File: src/rtl/core/nmea_pkg.sv
// types, constants and helper functions for the nmea sentence frame parser
// no dependencies; imported by every module of the block
`timescale 1ns / 1ps

package nmea_pkg;

	localparam int FIELD_LIMIT      = 32;
	localparam int MAX_SENTENCE_LEN = 128;
	localparam int FIELD_CAP        = (FIELD_LIMIT < 32) ? FIELD_LIMIT : 32;
	localparam int TABLE_DEPTH      = 32;
	localparam int QUEUE_DEPTH      = 2;

	localparam logic [7:0] CH_DOLLAR = 8'h24;
	localparam logic [7:0] CH_BANG   = 8'h21;
	localparam logic [7:0] CH_STAR   = 8'h2A;
	localparam logic [7:0] CH_COMMA  = 8'h2C;
	localparam logic [7:0] CH_CR     = 8'h0D;
	localparam logic [7:0] CH_LF     = 8'h0A;
	localparam logic [7:0] CH_ZERO   = 8'h30;
	localparam logic [7:0] CH_NINE   = 8'h39;
	localparam logic [7:0] CH_UPPER_A = 8'h41;
	localparam logic [7:0] CH_UPPER_F = 8'h46;
	localparam logic [7:0] CH_LOWER_A = 8'h61;
	localparam logic [7:0] CH_LOWER_F = 8'h66;

	typedef enum logic [2:0] {
		ERR_OK      = 3'd0,
		ERR_SHORT   = 3'd1,
		ERR_LEAD    = 3'd2,
		ERR_NO_STAR = 3'd3,
		ERR_DIGITS  = 3'd4,
		ERR_HEX     = 3'd5,
		ERR_MISMATCH = 3'd6,
		ERR_LONG    = 3'd7
	} err_code_t;

	// what the back end does with one byte
	typedef enum logic [2:0] {
		K_NONE     = 3'd0,
		K_LEAD     = 3'd1,
		K_STAR     = 3'd2,
		K_DATA     = 3'd3,
		K_DIGIT_HI = 3'd4,
		K_DIGIT_LO = 3'd5
	} byte_kind_t;

	typedef struct packed {
		logic [7:0] data_byte;
		logic       end_of_buffer;
	} in_item_t;

	typedef struct packed {
		logic        is_status;
		logic [4:0]  field_index;
		logic [6:0]  field_start;
		logic [6:0]  field_length;
		logic [2:0]  error_code;
		logic [5:0]  field_total;
		logic [15:0] talker_chars;
		logic [23:0] type_chars;
		logic        last_result;
	} out_item_t;

	typedef struct packed {
		logic [7:0] data_byte;
		logic [7:0] pos;
		byte_kind_t kind;
		logic       last;
		logic       star_found;
		logic [7:0] star_pos;
	} q_entry_t;

	// bit 4 set marks a character that is no hex digit
	function automatic logic [4:0] hex_value(input logic [7:0] c);
		logic [7:0] d;
		begin
			d = 8'd0;
			if (c >= CH_ZERO && c <= CH_NINE) begin
				d = c - CH_ZERO;
				hex_value = {1'b0, d[3:0]};
			end else if (c >= CH_UPPER_A && c <= CH_UPPER_F) begin
				d = c - CH_UPPER_A + 8'd10;
				hex_value = {1'b0, d[3:0]};
			end else if (c >= CH_LOWER_A && c <= CH_LOWER_F) begin
				d = c - CH_LOWER_A + 8'd10;
				hex_value = {1'b0, d[3:0]};
			end else begin
				hex_value = 5'b10000;
			end
		end
	endfunction

endpackage

File: src/rtl/core/nmea_sentence_frame_parser.sv
// top level of the nmea sentence frame parser
// depends on nmea_pkg, nmea_front, nmea_queue and nmea_back
`timescale 1ns / 1ps

// usage:
//  byte channel (byte_valid / byte_stall / byte_item) carries one sentence
//  character per request, end_of_buffer set on the last one.
//  result channel (result_valid / result_stall / result_item) gives, for a
//  good sentence, one field descriptor per recorded field and then a status
//  item with last_result set; a failing sentence gives only the status item.
//  throughput: one byte per cycle while a sentence is scanned; the front end
//  classifies each byte and a two-entry queue feeds the back end.
//  at the end of a sentence the back end walks the field table, a table read
//  and an output load per descriptor, then loads the status; the queue
//  absorbs two further bytes and then byte_stall stays high until the back
//  end resumes the scan once the status is loaded.
//  after the final byte leaves the queue, behind any bytes queued ahead of
//  it, the first descriptor passes a table read and an output load, and a
//  failing status goes straight into the output register.
//  when the receiver stalls, the output register holds its request and the
//  back end waits at its next descriptor or status load, then the queue fills and byte_stall goes high.
//  reset (arst_n low) clears position, checksum, flags, queue and output
//  valid; the field table is not cleared, only entries written in the
//  current sentence are read.

module nmea_sentence_frame_parser import nmea_pkg::*; (
	input  logic      clk,
	input  logic      arst_n,
	input  logic      byte_valid,
	output logic      byte_stall,
	input  in_item_t  byte_item,
	output logic      result_valid,
	input  logic      result_stall,
	output out_item_t result_item
);

	logic     push;
	q_entry_t push_data;
	logic     q_full;
	logic     q_empty;
	logic     q_pop;
	q_entry_t q_data;

	assign byte_stall = q_full;

	nmea_front u_front (
		.clk       (clk),
		.arst_n    (arst_n),
		.byte_valid(byte_valid),
		.byte_item (byte_item),
		.q_full    (q_full),
		.push      (push),
		.push_data (push_data)
	);

	nmea_queue u_queue (
		.clk    (clk),
		.arst_n (arst_n),
		.wr_en  (push),
		.wr_data(push_data),
		.full   (q_full),
		.rd_en  (q_pop),
		.rd_data(q_data),
		.empty  (q_empty)
	);

	nmea_back u_back (
		.clk         (clk),
		.arst_n      (arst_n),
		.q_data      (q_data),
		.q_empty     (q_empty),
		.q_pop       (q_pop),
		.result_valid(result_valid),
		.result_stall(result_stall),
		.result_item (result_item)
	);

endmodule

File: src/rtl/core/nmea_front.sv
// front end: accepts sentence bytes, tracks position and the star scan,
// and tags each byte with its kind; depends on nmea_pkg
`timescale 1ns / 1ps

module nmea_front import nmea_pkg::*; (
	input  logic     clk,
	input  logic     arst_n,
	input  logic     byte_valid,
	input  in_item_t byte_item,
	input  logic     q_full,
	output logic     push,
	output q_entry_t push_data
);

	logic [7:0] pos_q;
	logic       star_found_q;
	logic       scan_stopped_q;
	logic [7:0] star_pos_q;

	logic       star_found_n;
	logic       scan_stopped_n;
	logic [7:0] star_pos_n;
	byte_kind_t kind;
	logic [7:0] b;

	assign push = byte_valid && !q_full;
	assign b    = byte_item.data_byte;

	always_comb begin
		kind           = K_NONE;
		star_found_n   = star_found_q;
		scan_stopped_n = scan_stopped_q;
		star_pos_n     = star_pos_q;
		if (pos_q < 8'(MAX_SENTENCE_LEN)) begin
			if (pos_q == 8'd0) begin
				kind = K_LEAD;
			end else if (!star_found_q && !scan_stopped_q) begin
				if (b == CH_STAR) begin
					kind         = K_STAR;
					star_found_n = 1'b1;
					star_pos_n   = pos_q;
				end else if (b == CH_CR || b == CH_LF) begin
					scan_stopped_n = 1'b1;
				end else begin
					kind = K_DATA;
				end
			end else if (star_found_q) begin
				if ({1'b0, pos_q} == {1'b0, star_pos_q} + 9'd1) begin
					kind = K_DIGIT_HI;
				end else if ({1'b0, pos_q} == {1'b0, star_pos_q} + 9'd2) begin
					kind = K_DIGIT_LO;
				end
			end
		end
	end

	always_comb begin
		push_data.data_byte  = b;
		push_data.pos        = pos_q;
		push_data.kind       = kind;
		push_data.last       = byte_item.end_of_buffer;
		push_data.star_found = star_found_n;
		push_data.star_pos   = star_pos_n;
	end

	always_ff @(posedge clk or negedge arst_n) begin
		if (!arst_n) begin
			pos_q          <= 8'd0;
			star_found_q   <= 1'b0;
			scan_stopped_q <= 1'b0;
			star_pos_q     <= 8'd0;
		end else if (push) begin
			if (byte_item.end_of_buffer) begin
				pos_q          <= 8'd0;
				star_found_q   <= 1'b0;
				scan_stopped_q <= 1'b0;
				star_pos_q     <= 8'd0;
			end else begin
				// position saturates so very long sentences stay flagged
				if (pos_q != 8'hFF) begin
					pos_q <= pos_q + 8'd1;
				end
				star_found_q   <= star_found_n;
				scan_stopped_q <= scan_stopped_n;
				star_pos_q     <= star_pos_n;
			end
		end
	end

	a_star_in_bound: assert property (@(posedge clk) disable iff (!arst_n)
		star_found_q |-> (star_pos_q < 8'(MAX_SENTENCE_LEN)) && (star_pos_q != 8'd0))
		else $error("star position outside scanned range");

	a_star_sticky: assert property (@(posedge clk) disable iff (!arst_n)
		(star_found_q && !(push && byte_item.end_of_buffer)) |=> star_found_q)
		else $error("star flag dropped inside a sentence");

	a_star_blocks_stop: assert property (@(posedge clk) disable iff (!arst_n)
		(push && star_found_q) |-> (kind != K_STAR && kind != K_DATA))
		else $error("scan continued past the star");

endmodule

File: src/rtl/core/nmea_queue.sv
// short register queue between front and back end
// depends on nmea_pkg for the entry type and depth
`timescale 1ns / 1ps

module nmea_queue import nmea_pkg::*; (
	input  logic     clk,
	input  logic     arst_n,
	input  logic     wr_en,
	input  q_entry_t wr_data,
	output logic     full,
	input  logic     rd_en,
	output q_entry_t rd_data,
	output logic     empty
);

	localparam int PTR_W = (QUEUE_DEPTH > 1) ? $clog2(QUEUE_DEPTH) : 1;
	localparam int CNT_W = $clog2(QUEUE_DEPTH + 1);

	q_entry_t             slots_q [QUEUE_DEPTH];
	logic [PTR_W-1:0]     wr_ptr_q;
	logic [PTR_W-1:0]     rd_ptr_q;
	logic [CNT_W-1:0]     count_q;

	assign full    = (count_q == CNT_W'(QUEUE_DEPTH));
	assign empty   = (count_q == '0);
	assign rd_data = slots_q[rd_ptr_q];

	function automatic logic [PTR_W-1:0] next_ptr(input logic [PTR_W-1:0] p);
		begin
			if (p == PTR_W'(QUEUE_DEPTH - 1)) begin
				next_ptr = '0;
			end else begin
				next_ptr = p + PTR_W'(1);
			end
		end
	endfunction

	always_ff @(posedge clk) begin
		if (wr_en && !full) begin
			slots_q[wr_ptr_q] <= wr_data;
		end
	end

	always_ff @(posedge clk or negedge arst_n) begin
		if (!arst_n) begin
			wr_ptr_q <= '0;
			rd_ptr_q <= '0;
			count_q  <= '0;
		end else begin
			if (wr_en && !full) begin
				wr_ptr_q <= next_ptr(wr_ptr_q);
			end
			if (rd_en && !empty) begin
				rd_ptr_q <= next_ptr(rd_ptr_q);
			end
			case ({wr_en && !full, rd_en && !empty})
				2'b10:   count_q <= count_q + CNT_W'(1);
				2'b01:   count_q <= count_q - CNT_W'(1);
				default: count_q <= count_q;
			endcase
		end
	end

	a_count_bound: assert property (@(posedge clk) disable iff (!arst_n)
		count_q <= CNT_W'(QUEUE_DEPTH))
		else $error("queue count beyond depth");

	a_no_overflow: assert property (@(posedge clk) disable iff (!arst_n)
		(full && !rd_en) |=> full)
		else $error("queue lost an entry while full");

	a_ptr_gap: assert property (@(posedge clk) disable iff (!arst_n)
		(empty || full) |-> (wr_ptr_q == rd_ptr_q))
		else $error("queue pointers out of step with count");

endmodule

File: src/rtl/core/nmea_back.sv
// back end: checksum, field table, address capture and result sequencing
// depends on nmea_pkg; holds the field table memory
`timescale 1ns / 1ps

module nmea_back import nmea_pkg::*; (
	input  logic      clk,
	input  logic      arst_n,
	input  q_entry_t  q_data,
	input  logic      q_empty,
	output logic      q_pop,
	output logic      result_valid,
	input  logic      result_stall,
	output out_item_t result_item
);

	typedef enum logic [3:0] {
		S_RUN  = 4'b0001,
		S_READ = 4'b0010,
		S_LOAD = 4'b0100,
		S_STAT = 4'b1000
	} seq_state_t;

	seq_state_t  state_q;
	logic        lead_ok_q;
	logic [7:0]  xor_q;
	logic [7:0]  digit_hi_q;
	logic [7:0]  digit_lo_q;
	logic [5:0]  fcnt_q;
	logic [7:0]  cur_start_q;
	logic [15:0] talker_q;
	logic [23:0] type_q;
	err_code_t   err_q;
	logic [4:0]  idx_q;
	logic        out_valid_q;
	out_item_t   out_q;

	logic [6:0]  start_mem [TABLE_DEPTH];
	logic [6:0]  length_mem [TABLE_DEPTH];
	logic [6:0]  rd_start_q;
	logic [6:0]  rd_length_q;

	logic        lead_ok_n;
	logic [7:0]  xor_n;
	logic [7:0]  digit_hi_n;
	logic [7:0]  digit_lo_n;
	logic [5:0]  fcnt_n;
	logic [7:0]  cur_start_n;
	logic [15:0] talker_n;
	logic [23:0] type_n;
	logic        mem_we;
	logic [4:0]  mem_waddr;
	logic [6:0]  mem_wstart;
	logic [6:0]  mem_wlength;
	logic [7:0]  span;
	err_code_t   err_n;
	logic [8:0]  len;
	logic [4:0]  hv;
	logic [4:0]  lv;
	logic        out_free;
	logic        load_desc;
	logic        load_status;
	logic [7:0]  b;
	logic [7:0]  p;
	out_item_t   out_n;

	assign q_pop    = (state_q == S_RUN) && !q_empty;
	assign out_free = !out_valid_q || !result_stall;
	assign b        = q_data.data_byte;
	assign p        = q_data.pos;
	assign span     = p - cur_start_q;

	// per-byte update of the sentence state
	always_comb begin
		lead_ok_n   = lead_ok_q;
		xor_n       = xor_q;
		digit_hi_n  = digit_hi_q;
		digit_lo_n  = digit_lo_q;
		fcnt_n      = fcnt_q;
		cur_start_n = cur_start_q;
		talker_n    = talker_q;
		type_n      = type_q;
		mem_we      = 1'b0;
		mem_waddr   = fcnt_q[4:0];
		mem_wstart  = cur_start_q[6:0];
		mem_wlength = span[6:0];
		case (q_data.kind)
			K_LEAD: begin
				lead_ok_n = (b == CH_DOLLAR) || (b == CH_BANG);
			end
			K_STAR, K_DATA: begin
				if (q_data.kind == K_DATA) begin
					xor_n = xor_q ^ b;
				end
				if (q_data.kind == K_STAR || b == CH_COMMA) begin
					// close the current field; past the cap it only delimits
					if (fcnt_q < 6'(FIELD_CAP)) begin
						mem_we = 1'b1;
						fcnt_n = fcnt_q + 6'd1;
					end
					cur_start_n = p + 8'd1;
				end else if (fcnt_q == 6'd0) begin
					case (p)
						8'd1:    talker_n[15:8] = talker_q[15:8] | b;
						8'd2:    talker_n[7:0]  = talker_q[7:0] | b;
						8'd3:    type_n[23:16]  = type_q[23:16] | b;
						8'd4:    type_n[15:8]   = type_q[15:8] | b;
						8'd5:    type_n[7:0]    = type_q[7:0] | b;
						default: type_n         = type_q;
					endcase
				end
			end
			K_DIGIT_HI: digit_hi_n = b;
			K_DIGIT_LO: digit_lo_n = b;
			default: begin
				lead_ok_n = lead_ok_q;
			end
		endcase
	end

	// sentence verdict, valid on the final byte
	always_comb begin
		len = {1'b0, p} + 9'd1;
		hv  = hex_value(digit_hi_n);
		lv  = hex_value(digit_lo_n);
		if (len > 9'(MAX_SENTENCE_LEN)) begin
			err_n = ERR_LONG;
		end else if (len < 9'd4) begin
			err_n = ERR_SHORT;
		end else if (!lead_ok_n) begin
			err_n = ERR_LEAD;
		end else if (!q_data.star_found) begin
			err_n = ERR_NO_STAR;
		end else if ({1'b0, q_data.star_pos} + 9'd2 >= len) begin
			err_n = ERR_DIGITS;
		end else if (hv[4] || lv[4]) begin
			err_n = ERR_HEX;
		end else if ({hv[3:0], lv[3:0]} != xor_n) begin
			err_n = ERR_MISMATCH;
		end else begin
			err_n = ERR_OK;
		end
	end

	assign load_desc   = (state_q == S_LOAD) && out_free;
	assign load_status = (state_q == S_STAT) && out_free;

	// next result request, descriptor or status
	always_comb begin
		out_n = '0;
		if (state_q == S_STAT) begin
			out_n.is_status   = 1'b1;
			out_n.error_code  = err_q;
			out_n.last_result = 1'b1;
			if (err_q == ERR_OK) begin
				out_n.field_total  = fcnt_q;
				out_n.talker_chars = talker_q;
				out_n.type_chars   = type_q;
			end
		end else begin
			out_n.field_index  = idx_q;
			out_n.field_start  = rd_start_q;
			out_n.field_length = rd_length_q;
		end
	end

	always_ff @(posedge clk) begin
		if (q_pop && mem_we) begin
			start_mem[mem_waddr]  <= mem_wstart;
			length_mem[mem_waddr] <= mem_wlength;
		end
		if (state_q == S_READ) begin
			rd_start_q  <= start_mem[idx_q];
			rd_length_q <= length_mem[idx_q];
		end
	end

	always_ff @(posedge clk) begin
		if (load_desc || load_status) begin
			out_q <= out_n;
		end
	end

	always_ff @(posedge clk or negedge arst_n) begin
		if (!arst_n) begin
			state_q     <= S_RUN;
			lead_ok_q   <= 1'b0;
			xor_q       <= 8'd0;
			digit_hi_q  <= 8'd0;
			digit_lo_q  <= 8'd0;
			fcnt_q      <= 6'd0;
			cur_start_q <= 8'd1;
			talker_q    <= 16'd0;
			type_q      <= 24'd0;
			err_q       <= ERR_OK;
			idx_q       <= 5'd0;
			out_valid_q <= 1'b0;
		end else begin
			if (load_desc || load_status) begin
				out_valid_q <= 1'b1;
			end else if (!result_stall) begin
				out_valid_q <= 1'b0;
			end
			case (state_q)
				S_RUN: begin
					if (q_pop) begin
						lead_ok_q   <= lead_ok_n;
						xor_q       <= xor_n;
						digit_hi_q  <= digit_hi_n;
						digit_lo_q  <= digit_lo_n;
						fcnt_q      <= fcnt_n;
						cur_start_q <= cur_start_n;
						talker_q    <= talker_n;
						type_q      <= type_n;
						if (q_data.last) begin
							err_q <= err_n;
							idx_q <= 5'd0;
							if (err_n == ERR_OK && fcnt_n != 6'd0) begin
								state_q <= S_READ;
							end else begin
								state_q <= S_STAT;
							end
						end
					end
				end
				S_READ: begin
					state_q <= S_LOAD;
				end
				S_LOAD: begin
					if (load_desc) begin
						if ({1'b0, idx_q} + 6'd1 < fcnt_q) begin
							idx_q   <= idx_q + 5'd1;
							state_q <= S_READ;
						end else begin
							state_q <= S_STAT;
						end
					end
				end
				S_STAT: begin
					if (load_status) begin
						// sentence done, back to the reset picture
						lead_ok_q   <= 1'b0;
						xor_q       <= 8'd0;
						digit_hi_q  <= 8'd0;
						digit_lo_q  <= 8'd0;
						fcnt_q      <= 6'd0;
						cur_start_q <= 8'd1;
						talker_q    <= 16'd0;
						type_q      <= 24'd0;
						err_q       <= ERR_OK;
						idx_q       <= 5'd0;
						state_q     <= S_RUN;
					end
				end
				default: begin
					state_q <= S_RUN;
				end
			endcase
		end
	end

	assign result_valid = out_valid_q;
	assign result_item  = out_q;

	a_cap: assert property (@(posedge clk) disable iff (!arst_n)
		fcnt_q <= 6'(FIELD_CAP))
		else $error("field count beyond cap");

	a_read_in_range: assert property (@(posedge clk) disable iff (!arst_n)
		(state_q == S_READ) |-> ({1'b0, idx_q} < fcnt_q && err_q == ERR_OK))
		else $error("table read past recorded fields");

	a_status_returns: assert property (@(posedge clk) disable iff (!arst_n)
		load_status |=> (state_q == S_RUN && fcnt_q == 6'd0 && result_item.is_status))
		else $error("status did not close the sentence");

	a_no_pop_while_emitting: assert property (@(posedge clk) disable iff (!arst_n)
		(state_q != S_RUN) |-> !q_pop)
		else $error("queue popped during emission");

endmodule
File: config.mk
export PLATFORM = sky130hd
export DESIGN_NAME = nmea_sentence_frame_parser
export DESIGN_NICKNAME = d
export VERILOG_FILES = /design/src/rtl/core/nmea_pkg.sv /design/src/rtl/core/nmea_sentence_frame_parser.sv /design/src/rtl/core/nmea_front.sv /design/src/rtl/core/nmea_queue.sv /design/src/rtl/core/nmea_back.sv
export SDC_FILE = /design/constraint.sdc
export NUM_CORES = 1
export LEC_CHECK = 0
export BUFFER_PORTS_ARGS = -buffer_cell sky130_fd_sc_hd__buf_2
export CORE_UTILIZATION = 43
export DETAILED_ROUTE_END_ITERATION = 8
export SLEW_MARGIN = 20
export SYNTH_ARGS = -nofsm -noshare
export SYNTH_HDL_FRONTEND = slang
export SYNTH_HIERARCHICAL = 1
export SYNTH_SLANG_ARGS = --single-unit
File: constraint.sdc
create_clock -name clk -period 6.1 [get_ports clk]
set_input_delay 1.22 -clock clk [delete_from_list [all_inputs] [get_ports clk]]
set_output_delay 1.22 -clock clk [all_outputs]
set_load 0.02 [all_outputs]
==> qor.txt <==
worst slack at placement: 1550 ps
Switching Fraction: 0.316
die area: 70900 µm²
register area share after synthesis: 0.683
dominant synthesized flop cell: edfxtp_1
Synth area leaders: edfxtp_1 (59%), dfrtp_1 (9.3%), mux4_2 (4.2%)
fmax: 217 MHz
internal power: 0.0105 W
drt wl/cell: 22.0 µm
clock buffers created by TritonCTS: 74
crit path launch type: register
Max stage delay on crit path: 560 ps
DP Wirelength: 42.1 mm
Worst path most repeated cell: a211oi_1
total grt overflow: 0
drt via density: 5.55
WP data arrival: 5090 ps
core utilization of the finished layout: 0.495
CP cell instances: buf_4 -> mux2_2 -> or3b_1 -> mux2i_1 -> ha_1 -> o21bai_1 -> a211oi_1 -> or2_0 -> xnor2_1 -> a211oi_1 -> nand4_1 -> nor3_2 -> o211ai_1
Post-CTS Hold Fix Bufs: 0
root buffer cell: clkbuf_16
Top Usage Layer GRT: met2
CP Buf/Inv Count: 1
RSZ-0062 raised after global routing: no
antenna violations before repair: 1
met2 Usage GRT: 0.318
first-pass GRT wire length: 104 mm
Critical Path Stages: 13
CORE AREA: 68800 µm²
syn nets: 2060
vias post-DR: 17200
Iter 0 DRT Violations: 1383
hold crit path type: reg -> reg
Psw: 0.00487 W
fraction of layout cells with a size suffix above 1: 0.196
Post-synth ARST share: 0.161
Top Family by Delay on Critical Path: simple AND/OR/NAND/NOR gates
grt met3 use: 0.0362
Post-Layout Inst Area: 34100 µm²
CP max-delay cell: or3b_1
vias in the first global route: 17100
Syn Inst Count: 2003
Clock Latency Late Sink: 620 ps
Cell Rows: 96
crit path kind: reg -> reg
postcts setup bufs: 0
FF+latch count, synth: 702
nets: 2162
status: completed
pwr dens: 452 nW/µm²
Vert. Die Dim: 266 µm
DRC Markers: 0
post-route ant nets: 0
Top Ports: 85
met1 Use GR: 0.266
logic gate share of total power: 0.246
Slew @ Worst Pin: 1040 ps
Avg Cell Area, Syn: 15.0 µm²
# Max-Cap Violations: 0
Synth Cell Area: 30000 µm²
CTS-repair resized insts: 0
post-synth cell types: 83
endpoints failing setup: 0
port buffer count: 84
post-synth top area cell: edfxtp_1
Worst R2R Path Depth: 13
Max VDD drop: 0.401 mV
element type at the critical path end: register
clock network fraction of total power: 0.293
final worst slack: 1500 ps
fin crit period: 4600 ps
CP required: 6590 ps
final slew viol count: 0
htree depth: 3
clock skew: 26.1 ps
Initial Utilization: 0.436
Slew HR: 0.307
Synth top area share: 0.589
Post-synth EDFFs: 589
CTS sink cnt: 702
Area after DPL: 31600 µm²
Routed WL: 68.3 mm
Sequential Power Share: 0.461
DRT Pass-1 Iters: 5
Fin Setup TNS: 0 ps
die width: 266 µm
CP max FO: 23
fin crit share: 0.754
Ys Warns: 6
Final Hold Slack: 488 ps
TritonCTS clock tree: built
static leakage: 11.6 nW
count of final hold-check violations: 0
Clk pin slew, worst setup/hold paths: 60 ps
Hold Path Depth: 2
GP Congestion: 0.864
largest net degree at the start of global routing: 80
gr usage total: 0.194
CTS Buffer Depth: 3
Area growth, synth to finish: 13.5%
## layout by cell type (no fill, tap or decap), types with 69 or more instances in the layout
cell type,synthesis,final
nor2_1,113,108
a21oi_1,119,117
mux2i_1,95,95
clkbuf_16,0,76
dfrtp_1,111,107
nand2_1,122,122
and2_1,73,73
o21ai_0,73,73
buf_2,8,83
mux2_2,69,69
edfxtp_1,589,589
## path summary, 6_finish.rpt
check                                      start                     to  slack (ps)
worst max register to register  u_queue/rd_ptr_q      u_back/state_q[3]        1500
worst max-delay path            u_queue/rd_ptr_q      u_back/state_q[3]        1500
min in group asynchronous                 arst_n  u_front/star_pos_q[1]         680
max in group asynchronous                 arst_n     u_back/talker_q[8]        4160
worst min-delay path            u_back/type_q[4]       u_back/type_q[4]         490
worst min register to register  u_back/type_q[4]       u_back/type_q[4]         490
## final cells by class
type / instances / area, µm²
well taps: 931 / 1160
flip-flops and latches: 702 / 20500
repair buffers: 142 / 871
fillers: 5826 / 34700
inverters: 43 / 161
diodes: 1 / 2.50
clock buffers: 101 / 2010
clock inverters: 35 / 433
multi-input cells: 1142 / 8920
## logic make-up (layout without fill, tap and decap cells)
kind of cell / count (synthesis) / after routing / share of synthesized area
compound gates: 358 / 358 / 0.0788
xor+xnor: 60 / 60 / 0.0184
fa+ha+maj: 44 / 44 / 0.0186
buf+inv: 159 / 321 / 0.0230
flops: 702 / 702 / 0.683
mux: 221 / 221 / 0.100
other cells: 0 / 1 / 0
simple gates: 459 / 459 / 0.0779
## worst register-to-register path: cells and delay by family, from the launching register on
kind	cells	cell delay (ps)
AOI/OAI and AO/OA	4	870
xor gates and xnor gates	1	120
adders and majority gates	1	270
buffers and inverters	1	370
DFF	1	510
muxes	2	930
and+or+nand+nor	4	1410
## power by group through the flow
stage               sequential, W  combinational [W]  clock [W]
floorplan                 0.00720            0.00225          0
global placement          0.00719            0.00368          0
detailed placement        0.00721            0.00379          0
CTS                       0.00712            0.00380    0.00460
global route              0.00716            0.00415    0.00477
finish                    0.00710            0.00379    0.00452
## synth_stat cells (11+ instances only)
| cell type | count |
|---|---|
| a21o_1 | 11 |
| a21oi_1 | 119 |
| a22o_1 | 16 |
| and2_1 | 73 |
| buf_1 | 14 |
| buf_4 | 14 |
| clkbuf_1 | 76 |
| dfrtp_1 | 111 |
| edfxtp_1 | 589 |
| ha_1 | 43 |
| inv_1 | 41 |
| mux2_2 | 69 |
| mux2i_1 | 95 |
| mux4_2 | 56 |
| nand2_1 | 122 |
| nand2b_1 | 11 |
| nand3_1 | 41 |
| nand4_1 | 17 |
| nor2_1 | 113 |
| nor3_1 | 15 |
| o21ai_0 | 73 |
| o221ai_1 | 44 |
| o22ai_1 | 19 |
| o31ai_1 | 14 |
| xnor2_1 | 33 |
| xor2_1 | 25 |
## state kept, by name (all words and copies together), names as in the netlist, 3 cells and up
register,count
u_back/length_mem,224
u_back/talker_q,16
u_back/err_q,3
u_back/idx_q,5
u_front/pos_q,8
u_back/cur_start_q,7
u_back/start_mem,224
u_back/xor_q,8
u_back/type_q,24
u_back/result_item,69
u_back/rd_start_q,7
u_back/rd_length_q,7
u_back/digit_hi_q,8
u_back/digit_lo_q,8
u_queue/slots_q,58
u_back/fcnt_q,6
u_back/state_q,4
u_front/star_pos_q,8
## through the flow
step,total power [W],cells
after floorplan,0.00945,2003
after global placement,0.0109,2960
after detailed placement,0.0110,2960
after CTS,0.0155,3096
after global routing,0.0161,3096
final,0.0154,3097
## layer usage
metal / up-vias / part of all wire
met5: - / 0
met4: 0 / 0.023
met3: 110 / 0.060
met2: 535 / 0.48
met1: 8663 / 0.44
li1: 7871 / -
Power figures use the tool's default switching activity.
